$ cat config.mk
export PLATFORM = sky130hd
export DESIGN_NAME = button_debounce_and_alarm_beeper_top
export DESIGN_NICKNAME = d
export VERILOG_FILES = /design/src/sv/bdab_pkg.sv /design/src/sv/button_debounce_and_alarm_beeper_top.sv /design/src/sv/bdab_ctrl.sv /design/src/sv/bdab_dp.sv
export VERILOG_INCLUDE_DIRS = /design/src /design/src/sv
export SDC_FILE = /design/constraint.sdc
export NUM_CORES = 1
export LEC_CHECK = 0
export BUFFER_PORTS_ARGS = -buffer_cell sky130_fd_sc_hd__buf_2
export CAP_MARGIN = 40
export CORE_MARGIN = 2
export CORE_UTILIZATION = 57
export DETAILED_ROUTE_END_ITERATION = 6
export PLACE_DENSITY = 0.85
export SLEW_MARGIN = 10
export SYNTH_ARGS = -nofsm -noshare
export SYNTH_HDL_FRONTEND = slang
export SYNTH_SLANG_ARGS = --single-unit
$ cat constraint.sdc
create_clock -name aclk -period 5.6 [get_ports aclk]
set_input_delay 0.84 -clock aclk [delete_from_list [all_inputs] [get_ports aclk]]
set_output_delay 0.84 -clock aclk [all_outputs]
set_load 0.05 [all_outputs]
$ cat src/sv/assert_macros.svh
// Assertion macros for the RTL modules.
`ifndef ASSERT_MACROS_SVH
`define ASSERT_MACROS_SVH
`ifndef ASSERT_OFF
`define ASSERT_IMPLIES(label, clk, rstn, pre, post, msg) \
    label: assert property (@(posedge clk) disable iff (!rstn) (pre) |-> (post)) else $error(msg);
`define ASSERT_NEXT(label, clk, rstn, pre, post, msg) \
    label: assert property (@(posedge clk) disable iff (!rstn) (pre) |=> (post)) else $error(msg);
`else
`define ASSERT_IMPLIES(label, clk, rstn, pre, post, msg)
`define ASSERT_NEXT(label, clk, rstn, pre, post, msg)
`endif
`endif

$ cat src/sv/bdab_pkg.sv
// Shared types and constants for the button debounce and alarm beeper.
package bdab_pkg;

    localparam int NOW_W      = 32;
    localparam int CFG_W      = 16;
    localparam int RISK_W     = 4;
    localparam int STATE_W    = 2;
    localparam int CFG_IDX_W  = 3;
    localparam int S_TDATA_W  = 40;
    localparam int M_TDATA_W  = 8;
    localparam int DIV_CNT_W  = 5;

    localparam logic [CFG_IDX_W-1:0] REG_DEBOUNCE      = 3'd0;
    localparam logic [CFG_IDX_W-1:0] REG_ALARM_PERIOD  = 3'd1;
    localparam logic [CFG_IDX_W-1:0] REG_ALARM_ON      = 3'd2;
    localparam logic [CFG_IDX_W-1:0] REG_ACK_PERIOD    = 3'd3;
    localparam logic [CFG_IDX_W-1:0] REG_ACK_ON        = 3'd4;
    localparam logic [CFG_IDX_W-1:0] REG_NOTICE_PERIOD = 3'd5;
    localparam logic [CFG_IDX_W-1:0] REG_NOTICE_ON     = 3'd6;
    localparam logic [CFG_IDX_W-1:0] REG_NOTICE_RISK   = 3'd7;

    localparam logic [STATE_W-1:0] APP_OTHER       = 2'd0;
    localparam logic [STATE_W-1:0] APP_ALARM       = 2'd1;
    localparam logic [STATE_W-1:0] APP_NO_RESPONSE = 2'd2;
    localparam logic [STATE_W-1:0] APP_ACK_WAIT    = 2'd3;

    typedef struct packed {
        logic load;
        logic step;
        logic finish;
    } bdab_cmd_t;

    typedef struct packed {
        logic need_div;
        logic div_last;
    } bdab_stat_t;

endpackage

$ cat src/sv/button_debounce_and_alarm_beeper_top.sv
// Top level of the button debounce and alarm beeper.
//
// One input beat is one millisecond tick: s_tdata carries the timestamp and the
// raw button levels, s_tuser says whether the application status is valid.
// Each tick gives exactly one output beat with the two press events, the beep
// gate and the passive buzzer level.
// Registers are written on the cfg channel (index 0..7), which is always ready;
// write them only while no tick is in work.
// When a beep pattern is selected, the now_ms modulo period runs bit-serially,
// one bit per cycle, before the result is loaded into the output register;
// when no pattern applies, the result is loaded without it. A new tick is
// taken the cycle after the result is loaded into the output register.
// When m_tready is low the finished beat waits in the output register, and the
// next tick is worked on until its own result is ready to load.
// Reset (aresetn low, synchronous) restores register defaults and clears
// debounce and buzzer state; no output beat is pending afterward.
module button_debounce_and_alarm_beeper_top (
    input  logic                            aclk,
    input  logic                            aresetn,
    input  logic                            cfg_valid,
    output logic                            cfg_ready,
    input  logic [bdab_pkg::CFG_IDX_W-1:0]  cfg_index,
    input  logic [bdab_pkg::CFG_W-1:0]      cfg_data,
    input  logic                            s_tvalid,
    output logic                            s_tready,
    // now_ms[31:0], sos_raw[32], ack_raw[33], app_state[35:34], risk[39:36]
    input  logic [bdab_pkg::S_TDATA_W-1:0]  s_tdata,
    // status_present[0]
    input  logic                            s_tuser,
    output logic                            m_tvalid,
    input  logic                            m_tready,
    // sos_press[0], ack_press[1], beep_gate[2], buzzer_level[3], zeros[7:4]
    output logic [bdab_pkg::M_TDATA_W-1:0]  m_tdata
);
    import bdab_pkg::*;

    bdab_cmd_t  cmd;
    bdab_stat_t stat;

    assign cfg_ready = 1'b1;

    bdab_ctrl u_ctrl (
        .aclk     (aclk),
        .aresetn  (aresetn),
        .s_tvalid (s_tvalid),
        .s_tready (s_tready),
        .m_tvalid (m_tvalid),
        .m_tready (m_tready),
        .cmd      (cmd),
        .stat     (stat)
    );

    bdab_dp u_dp (
        .aclk      (aclk),
        .aresetn   (aresetn),
        .cfg_valid (cfg_valid),
        .cfg_ready (cfg_ready),
        .cfg_index (cfg_index),
        .cfg_data  (cfg_data),
        .s_tdata   (s_tdata),
        .s_tuser   (s_tuser),
        .m_tdata   (m_tdata),
        .cmd       (cmd),
        .stat      (stat)
    );

endmodule

$ cat src/sv/bdab_ctrl.sv
// Controller: accepts a tick, sequences the shared modulo unit, owns the output valid.
`include "assert_macros.svh"
module bdab_ctrl (
    input  logic               aclk,
    input  logic               aresetn,
    input  logic               s_tvalid,
    output logic               s_tready,
    output logic               m_tvalid,
    input  logic               m_tready,
    output bdab_pkg::bdab_cmd_t  cmd,
    input  bdab_pkg::bdab_stat_t stat
);
    import bdab_pkg::*;

    typedef enum logic [1:0] {IDLE, DIV, DONE} state_t;

    state_t state_reg, state_next;
    logic   out_valid_reg, out_valid_next;

    assign s_tready = (state_reg == IDLE);
    assign m_tvalid = out_valid_reg;

    always_comb begin
        cmd.load   = (state_reg == IDLE) && s_tvalid;
        cmd.step   = (state_reg == DIV);
        cmd.finish = (state_reg == DONE) && (!out_valid_reg || m_tready);
    end

    always_comb begin
        state_next     = state_reg;
        out_valid_next = out_valid_reg && !m_tready;
        unique case (state_reg)
            IDLE: begin
                if (s_tvalid) begin
                    state_next = stat.need_div ? DIV : DONE;
                end
            end
            DIV: begin
                if (stat.div_last) begin
                    state_next = DONE;
                end
            end
            DONE: begin
                if (cmd.finish) begin
                    state_next     = IDLE;
                    out_valid_next = 1'b1;
                end
            end
            default: state_next = IDLE;
        endcase
    end

    always_ff @(posedge aclk) begin
        if (!aresetn) begin
            state_reg     <= IDLE;
            out_valid_reg <= 1'b0;
        end else begin
            state_reg     <= state_next;
            out_valid_reg <= out_valid_next;
        end
    end

    `ASSERT_IMPLIES(a_finish_slot_free, aclk, aresetn, cmd.finish, !out_valid_reg || m_tready, "result written over a pending beat")
    `ASSERT_NEXT(a_one_at_a_time, aclk, aresetn, cmd.load, !s_tready, "input taken while a tick is in work")
    `ASSERT_NEXT(a_div_ends, aclk, aresetn, cmd.step && stat.div_last, state_reg == DONE, "modulo did not end")
    `ASSERT_NEXT(a_finish_valid, aclk, aresetn, cmd.finish, m_tvalid, "finished tick not presented")

endmodule

$ cat src/sv/bdab_dp.sv
// Datapath: config registers, debouncers, bit-serial modulo, beep gate and buzzer.
module bdab_dp (
    input  logic                               aclk,
    input  logic                               aresetn,
    input  logic                               cfg_valid,
    input  logic                               cfg_ready,
    input  logic [bdab_pkg::CFG_IDX_W-1:0]     cfg_index,
    input  logic [bdab_pkg::CFG_W-1:0]         cfg_data,
    input  logic [bdab_pkg::S_TDATA_W-1:0]     s_tdata,
    input  logic                               s_tuser,
    output logic [bdab_pkg::M_TDATA_W-1:0]     m_tdata,
    input  bdab_pkg::bdab_cmd_t                cmd,
    output bdab_pkg::bdab_stat_t               stat
);
    import bdab_pkg::*;

    logic [CFG_W-1:0]  debounce_reg, alarm_per_reg, alarm_on_reg;
    logic [CFG_W-1:0]  ack_per_reg, ack_on_reg, notice_per_reg, notice_on_reg;
    logic [RISK_W-1:0] notice_risk_reg;

    logic              sos_stable_reg, sos_last_reg, ack_stable_reg, ack_last_reg;
    logic [NOW_W-1:0]  sos_time_reg, ack_time_reg;
    logic              buzz_reg;
    logic [NOW_W-1:0]  buzz_time_reg;

    logic [NOW_W-1:0]     now_reg, quot_reg;
    logic [CFG_W-1:0]     rem_reg, period_reg, on_reg;
    logic [DIV_CNT_W-1:0] cnt_reg;
    logic                 gate_en_reg, sos_ev_reg, ack_ev_reg;
    logic [3:0]           out_reg;

    logic [NOW_W-1:0]   in_now;
    logic               in_sos, in_ack;
    logic [STATE_W-1:0] in_state;
    logic [RISK_W-1:0]  in_risk;

    logic [NOW_W-1:0] sos_time_eff, ack_time_eff, sos_age, ack_age, dbnc_w;
    logic             sos_ev, ack_ev, sel_en;
    logic [CFG_W-1:0] sel_per, sel_on;
    logic [CFG_W:0]   rem_sh, rem_sub;
    logic [CFG_W-1:0] rem_next;
    logic             gate;

    assign in_now   = s_tdata[NOW_W-1:0];
    assign in_sos   = s_tdata[32];
    assign in_ack   = s_tdata[33];
    assign in_state = s_tdata[35:34];
    assign in_risk  = s_tdata[39:36];

    assign dbnc_w       = {{(NOW_W-CFG_W){1'b0}}, debounce_reg};
    assign sos_time_eff = (in_sos != sos_last_reg) ? in_now : sos_time_reg;
    assign ack_time_eff = (in_ack != ack_last_reg) ? in_now : ack_time_reg;
    assign sos_age      = in_now - sos_time_eff;
    assign ack_age      = in_now - ack_time_eff;
    assign sos_ev       = (in_sos != sos_stable_reg) && (sos_age >= dbnc_w);
    assign ack_ev       = (in_ack != ack_stable_reg) && (ack_age >= dbnc_w);

    always_comb begin
        sel_en  = 1'b0;
        sel_per = notice_per_reg;
        sel_on  = notice_on_reg;
        priority if (in_state == APP_ALARM || in_state == APP_NO_RESPONSE) begin
            sel_en  = 1'b1;
            sel_per = alarm_per_reg;
            sel_on  = alarm_on_reg;
        end else if (in_state == APP_ACK_WAIT) begin
            sel_en  = 1'b1;
            sel_per = ack_per_reg;
            sel_on  = ack_on_reg;
        end else if (in_risk >= notice_risk_reg) begin
            sel_en  = 1'b1;
        end else begin
            sel_en  = 1'b0;
        end
        sel_en = sel_en && s_tuser && (sel_per != '0);
    end

    assign stat.need_div = sel_en;
    assign stat.div_last = (cnt_reg == {DIV_CNT_W{1'b1}});

    assign rem_sh   = {rem_reg, quot_reg[NOW_W-1]};
    assign rem_sub  = rem_sh - {1'b0, period_reg};
    assign rem_next = (rem_sh >= {1'b0, period_reg}) ? rem_sub[CFG_W-1:0] : rem_sh[CFG_W-1:0];

    assign gate    = gate_en_reg && (rem_reg < on_reg);
    assign m_tdata = {{(M_TDATA_W-4){1'b0}}, out_reg};

    always_ff @(posedge aclk) begin
        if (!aresetn) begin
            debounce_reg    <= 16'd40;
            alarm_per_reg   <= 16'd400;
            alarm_on_reg    <= 16'd180;
            ack_per_reg     <= 16'd1000;
            ack_on_reg      <= 16'd120;
            notice_per_reg  <= 16'd2000;
            notice_on_reg   <= 16'd80;
            notice_risk_reg <= 4'd2;
        end else if (cfg_valid && cfg_ready) begin
            unique case (cfg_index)
                REG_DEBOUNCE:      debounce_reg    <= cfg_data;
                REG_ALARM_PERIOD:  alarm_per_reg   <= cfg_data;
                REG_ALARM_ON:      alarm_on_reg    <= cfg_data;
                REG_ACK_PERIOD:    ack_per_reg     <= cfg_data;
                REG_ACK_ON:        ack_on_reg      <= cfg_data;
                REG_NOTICE_PERIOD: notice_per_reg  <= cfg_data;
                REG_NOTICE_ON:     notice_on_reg   <= cfg_data;
                REG_NOTICE_RISK:   notice_risk_reg <= cfg_data[RISK_W-1:0];
                default: ;
            endcase
        end
    end

    always_ff @(posedge aclk) begin
        if (!aresetn) begin
            sos_stable_reg <= 1'b0;
            sos_last_reg   <= 1'b0;
            sos_time_reg   <= '0;
            ack_stable_reg <= 1'b0;
            ack_last_reg   <= 1'b0;
            ack_time_reg   <= '0;
            buzz_reg       <= 1'b0;
            buzz_time_reg  <= '0;
        end else begin
            if (cmd.load) begin
                sos_last_reg <= in_sos;
                sos_time_reg <= sos_time_eff;
                ack_last_reg <= in_ack;
                ack_time_reg <= ack_time_eff;
                if (sos_ev) begin
                    sos_stable_reg <= in_sos;
                end
                if (ack_ev) begin
                    ack_stable_reg <= in_ack;
                end
            end
            if (cmd.finish) begin
                if (!gate) begin
                    buzz_reg <= 1'b0;
                end else if (now_reg != buzz_time_reg) begin
                    buzz_reg      <= !buzz_reg;
                    buzz_time_reg <= now_reg;
                end
            end
        end
    end

    always_ff @(posedge aclk) begin
        if (cmd.load) begin
            now_reg     <= in_now;
            quot_reg    <= in_now;
            rem_reg     <= '0;
            cnt_reg     <= '0;
            period_reg  <= sel_per;
            on_reg      <= sel_on;
            gate_en_reg <= sel_en;
            sos_ev_reg  <= sos_ev && in_sos;
            ack_ev_reg  <= ack_ev && in_ack;
        end else if (cmd.step) begin
            quot_reg <= {quot_reg[NOW_W-2:0], 1'b0};
            rem_reg  <= rem_next;
            cnt_reg  <= cnt_reg + 1'b1;
        end
        if (cmd.finish) begin
            out_reg <= {gate ? (now_reg != buzz_time_reg) ^ buzz_reg : 1'b0,
                        gate, ack_ev_reg, sos_ev_reg};
        end
    end

endmodule
-- After elaboration in Yosys (flattened, before gate mapping)
Index checks and enable logic that the tools add are counted.
- $add $sub $neg: 4
- multipliers: 0
- div/mod/pow operators: 0
- order comparisons: 5
- equality and inequality tests: 22
- shift operators: 0
- muxes and demuxes: 21
- bitwise gates (word level): 1
- reduce and logical (&&, ||, !) cells: 32
- operator list (kind ; count):
    2-to-1 mux 32 bit ; 4
    2-to-1 mux 16 bit ; 5
    >= comparator 32 x 16 -> 1 bit ; 2
    subtractor 32 bit ; 2
    != test 32 bit ; 1
    AND reduction 2 bit ; 11
    >= comparator 17 x 16 -> 1 bit ; 1
    < comparator 16 bit ; 1
    nonzero test 16 bit ; 1
    subtractor 16 bit ; 1
    equality test 3 bit, second input constant ; 4
    logical AND 1 bit ; 10
    2-to-1 mux 2 bit ; 4
    2-to-1 mux 1 bit ; 7
    equality test 2 bit, second input constant ; 3
    equality test 3 x 2 -> 1 bit, second input constant ; 2
    != test 2 bit, second input constant ; 3
    one-hot mux 2 bit (3 select lines) ; 1
    AND reduction 3 bit ; 2
    adder 5 x 1 -> 5 bit, second input constant ; 1
    equality test 5 bit, second input constant ; 1
    equality test 2 x 1 -> 1 bit, second input constant ; 2
    >= comparator 4 bit ; 1
    != test 1 bit ; 4
    other kinds (8) ; 11
- register bits after elaboration: 344
- bits in latches: 0
- bits in writable memories: 0
- memory bits (read-only): 0
- input port bits: 65
- output and inout bits: 11
- memories: 0

-- Logic depth before layout (Yosys ltp)
- depth after elaboration: 9
- gate-level depth with buffers: 29
- depth with buffers taken out: 27

-- Modules after synthesis
From an unflattened synthesis, not the netlist that was laid out.
- cells, all modules: 2412
- area, all modules: 20716.1 sq um
- by module, submodules not included (module ; times used ; cells each ; area an instance (sq um)):
    bdab_dp ; 1 ; 2392 ; 20541.0
    bdab_ctrl ; 1 ; 18 ; 163.9
    button_debounce_and_alarm_beeper_top ; 1 ; 2 ; 11.3

-- Least setup slack after synthesis
OpenSTA, ideal clock, no wires.
- path kind: input -> register
- start: input s_tdata[32] (netlist bit)
- end: register u_dp.sos_stable_reg
- setup time: 72 ps
- arrival: 5787 ps
- data required time: 5528 ps
- setup slack: -259 ps
- cell stages on the path: 23
- path through: xor2_1 > clkbuf_1 > clkbuf_1 > clkbuf_1 > mux2i_1 > ha_1 > nand3_1 > or2_2 > o22a_1 > nand2_1 > xor2_1 > ha_1 > and4_1 > a21oi_1 > o311ai_0 > a2111oi_0 > o2111ai_1 > a31oi_1 > and4b_1 > and4b_1 > nand4_1 > o21ai_1 > mux2i_1
- longest elaborated chain between the ends: 6
- elaborated cells between the ends (all ways): 7
- RTL lines (element ; line ; RTL):
    from (decl) ; button_debounce_and_alarm_beeper_top.sv:27 ; input logic [bdab_pkg::S_TDATA_W-1:0] s_tdata,
    != test 1 bit ; bdab_dp.sv:51 ; assign sos_time_eff = (in_sos != sos_last_reg) ? in_now : sos_time_reg;
    2-to-1 mux 32 bit ; bdab_dp.sv:51 ;
    subtractor 32 bit ; bdab_dp.sv:53 ; assign sos_age = in_now - sos_time_eff;
    >= comparator 32 x 16 -> 1 bit ; bdab_dp.sv:55 ; assign sos_ev = (in_sos != sos_stable_reg) && (sos_age >= dbnc_w);
    logical AND 1 bit ; bdab_dp.sv:55 ;
    AND reduction 2 bit (no source line) ; n/a ;
    to (signal assigned) ; bdab_dp.sv:130 ; sos_stable_reg <= in_sos;
    to (decl) ; bdab_dp.sv:21 ; logic sos_stable_reg, sos_last_reg, ack_stable_reg, ack_last_reg;
Several ways; a longest one is shown, not always the timed one.
A chain may end at the register's enable or synchronous reset.

-- Worst setup path after layout
- start: register u_dp.ack_last_reg
- end: register u_dp.ack_ev_reg, data pin
- longest elaborated chain between the ends: 6
- RTL lines (element ; line ; RTL):
    from (decl) ; bdab_dp.sv:21 ;
    from (signal assigned) ; bdab_dp.sv:127 ; ack_last_reg <= in_ack;
    != test 1 bit ; bdab_dp.sv:52 ; assign ack_time_eff = (in_ack != ack_last_reg) ? in_now : ack_time_reg;
    2-to-1 mux 32 bit ; bdab_dp.sv:52 ;
    via u_dp.ack_time_eff[0] ; bdab_dp.sv:37 ; logic [NOW_W-1:0] sos_time_eff, ack_time_eff, sos_age, ack_age, dbnc_w;
    subtractor 32 bit ; bdab_dp.sv:54 ; assign ack_age = in_now - ack_time_eff;
    >= comparator 32 x 16 -> 1 bit ; bdab_dp.sv:56 ; assign ack_ev = (in_ack != ack_stable_reg) && (ack_age >= dbnc_w);
    logical AND 1 bit ; bdab_dp.sv:56 ;
    logical AND 1 bit ; bdab_dp.sv:157 ; ack_ev_reg <= ack_ev && in_ack;
    to (signal assigned) ; bdab_dp.sv:157 ;
    to (decl) ; bdab_dp.sv:29 ; logic gate_en_reg, sos_ev_reg, ack_ev_reg;
The timed path passes the listed nets, and every way through them passes these cells.

==> implementation parameters <==
Parameter                              Value

Finish
  Fill cell instance count of the final layout    2,794
  Fraction of the core area covered by cells at the end of the flow    63.7%
  Final-stage net count    2,504
  Final design instance area without fill    0.0219 mm²
  Area of all sequential standard cells    0.00792 mm²
  Relative area change from synthesis to final layout    10.5%
  Commonest non-fill, non-tap cell in the layout    sky130_fd_sc_hd__nand2_1
  Share of layout cells above drive strength 1    7.99%
  Area taken by multi-input logic gates    0.0112 mm²
  Commonest cells after routing, fill and taps aside    534 x sky130_fd_sc_hd__nand2_1, 241 x sky130_fd_sc_hd__dfxtp_1, 131 x sky130_fd_sc_hd__a21boi_0, 120 x sky130_fd_sc_hd__mux2i_1, 111 x sky130_fd_sc_hd__ha_1

Clocking
  Clock Latency Late Sink    0.52 ns
  Maximum clock insertion buffer count    3
  Quantity of hold-fixing buffers added after cts    0
  Clock sink count    344
  Clock tree from TritonCTS    done
  # H-tree levels    2
  Post-cts sizing count    0
  Root cell of the clock tree    sky130_fd_sc_hd__clkbuf_16
  Inserted Clock Buffers    37
  Clock-pin slew reported for the worst setup and hold paths after clock tree synthesis    0.06 ns
  Setup bufs post-CTS    0

Floorplan
  Core area    0.0345 mm²
  Io pins    76
  Die Area    0.0363 mm²
  Rows    68
  Initial cell density of the core    57.6%
  Floorplan die height    191 µm
  Die X-Extent    191 µm

Setup path
  Critical path data arrival time    5.39 ns
  Slowest library cell on the worst path    sky130_fd_sc_hd__dfxtp_1
  Timing startpoint of the critical path    u_dp.ack_last_reg
  Type of the setup path with the least slack    reg -> reg
  Category of the worst setup path launch point    flip-flop
  Most used cell along the critical path    sky130_fd_sc_hd__a21oi_1
  Critical path fanouts, max    3
  WP data required    5.87 ns
  Capture point of the worst reg-to-reg path    u_dp.ack_ev_reg
  R2R Path Start    u_dp.ack_last_reg
  Worst-case register-to-register setup slack    0.47 ns
  Timing endpoint of the critical path    u_dp.ack_ev_reg
  FF-to-FF path depth    25
  Kind of capture point of the worst setup path    flip-flop
  Worst path max stage delay    0.48 ns

Global routing
  Aggregate global-route resource usage    28.0%
  Initial antenna violation count    5
  Remaining Overflow, GRT    0
  Maximum number of pins on one net before global-route repair    89
  Global-route wire length before repair    81,400 µm
  Number of global-route vias before repair    15.6k
  Busiest layer in global routing    met2
  Met3 track utilization from global routing    4.05%
  Met1 Usage GRT    40.3%
  Met2 usage    43.7%

Flow run
  Number of max-cap violations    0

Timing
  Period Utilization, post-route    91.6%
  Worst max-slew margin expressed relative to the limit    46.3%
  Total of endpoints with negative setup slack in the final report    0
  Count of endpoints failing hold in the final timing report    0
  Count of final max-slew check failures    0
  Setup TNS    0 ns
  Unrepaired setup endpoints after global routing    no
  Minimum clock period after layout    5.13 ns
  Highest clock frequency the design can meet    195 MHz
  Clock tree skew after final layout    0.0114 ns
  Pin slew with the least headroom to its limit    0.806 ns

Placement
  Cell area after placement    0.0207 mm²
  HPWL Detailed    37,300 µm
  Port buffer count    70
  Final estimated routing congestion in global placement    0.973

Routing
  Post-detailed-routing wire length    50,900 µm
  Number of iterations in the first detailed-routing pass    5
  First DRT Iteration DRCs    1,425
  Mean routed wirelength per cell    18.1 µm
  Remaining DRCs    0
  Drt via density    5.92
  Vias post-DR    16.6k
  Final ANT Viol Nets    0

Logic synthesis
  Gate count after technology mapping    2,302
  Synth cell types    76
  Sequential share of the synthesized area    39.9%
  Async set-or-reset flop fraction in the synthesized netlist    0%
  Flip-flop and latch count after synthesis    344
  Yosys synthesis warning count    0
  EDFF count, synth    103
  Post-Synthesis Mean Instance Area    8.63 µm²
  Share of the synthesized area in the top cell type    24.3%
  Top cells by area in the synthesized netlist    sky130_fd_sc_hd__dfxtp_1 24%, sky130_fd_sc_hd__edfxtp_1 16%, sky130_fd_sc_hd__nand2_1 10%
  Most area-hungry cell type in the Yosys netlist    sky130_fd_sc_hd__dfxtp_1
  Predominant post-synthesis flop cell    sky130_fd_sc_hd__dfxtp_1
  Post-Syn Area    0.0199 mm²

Worst hold path
  Type of the worst min-delay path    reg -> reg
  Hold Path Depth    2

Pwr
  Leakage component of the power    9.32 nW
  Power density over cell area    312 mW/mm²
  Peak supply drop    0.217 mV

Outcome
  Result of the run    complete, no violations
==> routing by layer <==
layer  up-vias  part of all wire [%]
met5         -                 0.026
met4         2                   2.1
met3        88                   7.4
met2       550                    45
met1      7922                    46
li1       8077                     -
==> Yosys cell counts, types with 9 or more instances <==
library cell,n
sky130_fd_sc_hd__inv_1,85
sky130_fd_sc_hd__nor2_1,93
sky130_fd_sc_hd__nand2b_1,33
sky130_fd_sc_hd__edfxtp_1,103
sky130_fd_sc_hd__nand4_1,18
sky130_fd_sc_hd__nor3_1,23
sky130_fd_sc_hd__a21oi_1,79
sky130_fd_sc_hd__a21o_1,34
sky130_fd_sc_hd__mux2i_1,120
sky130_fd_sc_hd__nor2b_1,69
sky130_fd_sc_hd__clkbuf_1,105
sky130_fd_sc_hd__ha_1,112
sky130_fd_sc_hd__o21a_1,10
sky130_fd_sc_hd__a31oi_1,14
sky130_fd_sc_hd__o21ai_0,97
sky130_fd_sc_hd__nand3_1,46
sky130_fd_sc_hd__xnor2_1,44
sky130_fd_sc_hd__a211oi_1,10
sky130_fd_sc_hd__o211ai_1,14
sky130_fd_sc_hd__and3_1,13
sky130_fd_sc_hd__o31ai_1,11
sky130_fd_sc_hd__o211a_1,30
sky130_fd_sc_hd__a21boi_0,131
sky130_fd_sc_hd__and2_1,9
sky130_fd_sc_hd__nand2_1,534
sky130_fd_sc_hd__xor2_1,54
sky130_fd_sc_hd__dfxtp_1,241
sky130_fd_sc_hd__nor4_1,18
==> cell type report <==
class                      instances  area share (%)
multi-input combinational       1749            50.9
sequential                       344            36.1
clock buffer                      57            4.98
timing repair buffer             108            3.27
tap                              455            2.59
inverter                          86            1.49
clock inverter                     9           0.599
antenna                            3          0.0342
==> worst min path at each step <==
stage	slack (ns)	start	end
global route	0.48	u_dp.alarm_on_reg[3]	u_dp.alarm_on_reg[3]
detailed placement	0.46	u_dp.notice_per_reg[6]	u_dp.notice_per_reg[6]
floorplan	0.40	u_dp.sos_ev_reg	u_dp.out_reg[0]
finish	0.46	u_dp.sos_time_reg[12]	u_dp.sos_time_reg[12]
global placement	0.45	u_dp.sos_stable_reg	u_dp.sos_stable_reg
CTS	0.46	u_dp.sos_time_reg[12]	u_dp.sos_time_reg[12]
==> logic make-up (layout without fill, tap and decap cells) <==
kind of cell,count (synthesis),count (layout),synth area share [%]
flip-flops,344,344,39.9
buffers and inverters,212,260,4.15
XOR/XNOR,100,100,4.49
AND/OR/NAND/NOR,888,888,19.9
AO/OA/AOI/OAI,514,514,17.9
multiplexers,122,122,6.16
adder cells (fa/ha/maj),120,120,7.51
other,2,8,0.0378
==> where the power goes <==
part           internal, W  total [W]  switching [W]
Combinational     0.000607    0.00155       0.000947
Clock              0.00149    0.00246       0.000976
Sequential         0.00274    0.00282      0.0000835
Total              0.00483    0.00684        0.00201
==> critical path: cells and delay by family (launching register included) <==
kind                     cells  cell delay, ns
AND/OR/NAND/NOR             12            1.99
AO/OA/AOI/OAI                8            1.58
flip-flops                   1            0.48
adder cells (fa/ha/maj)      2            0.48
XOR/XNOR                     2            0.27
buffers and inverters        1            0.06
==> through the flow <==
stage                     total power, W  hold WS [ns]  worst slack (ns)  instances
final                            0.00684         0.461             0.473       2811
after global routing             0.00716         0.484            0.0616       2811
after CTS                        0.00685         0.464             0.603       2808
after detailed placement         0.00440         0.455            0.0807       2742
after global placement           0.00435         0.447             0.157       2731
after floorplan                  0.00397         0.400            0.0616       2305
(Power assumes the default switching activity.)
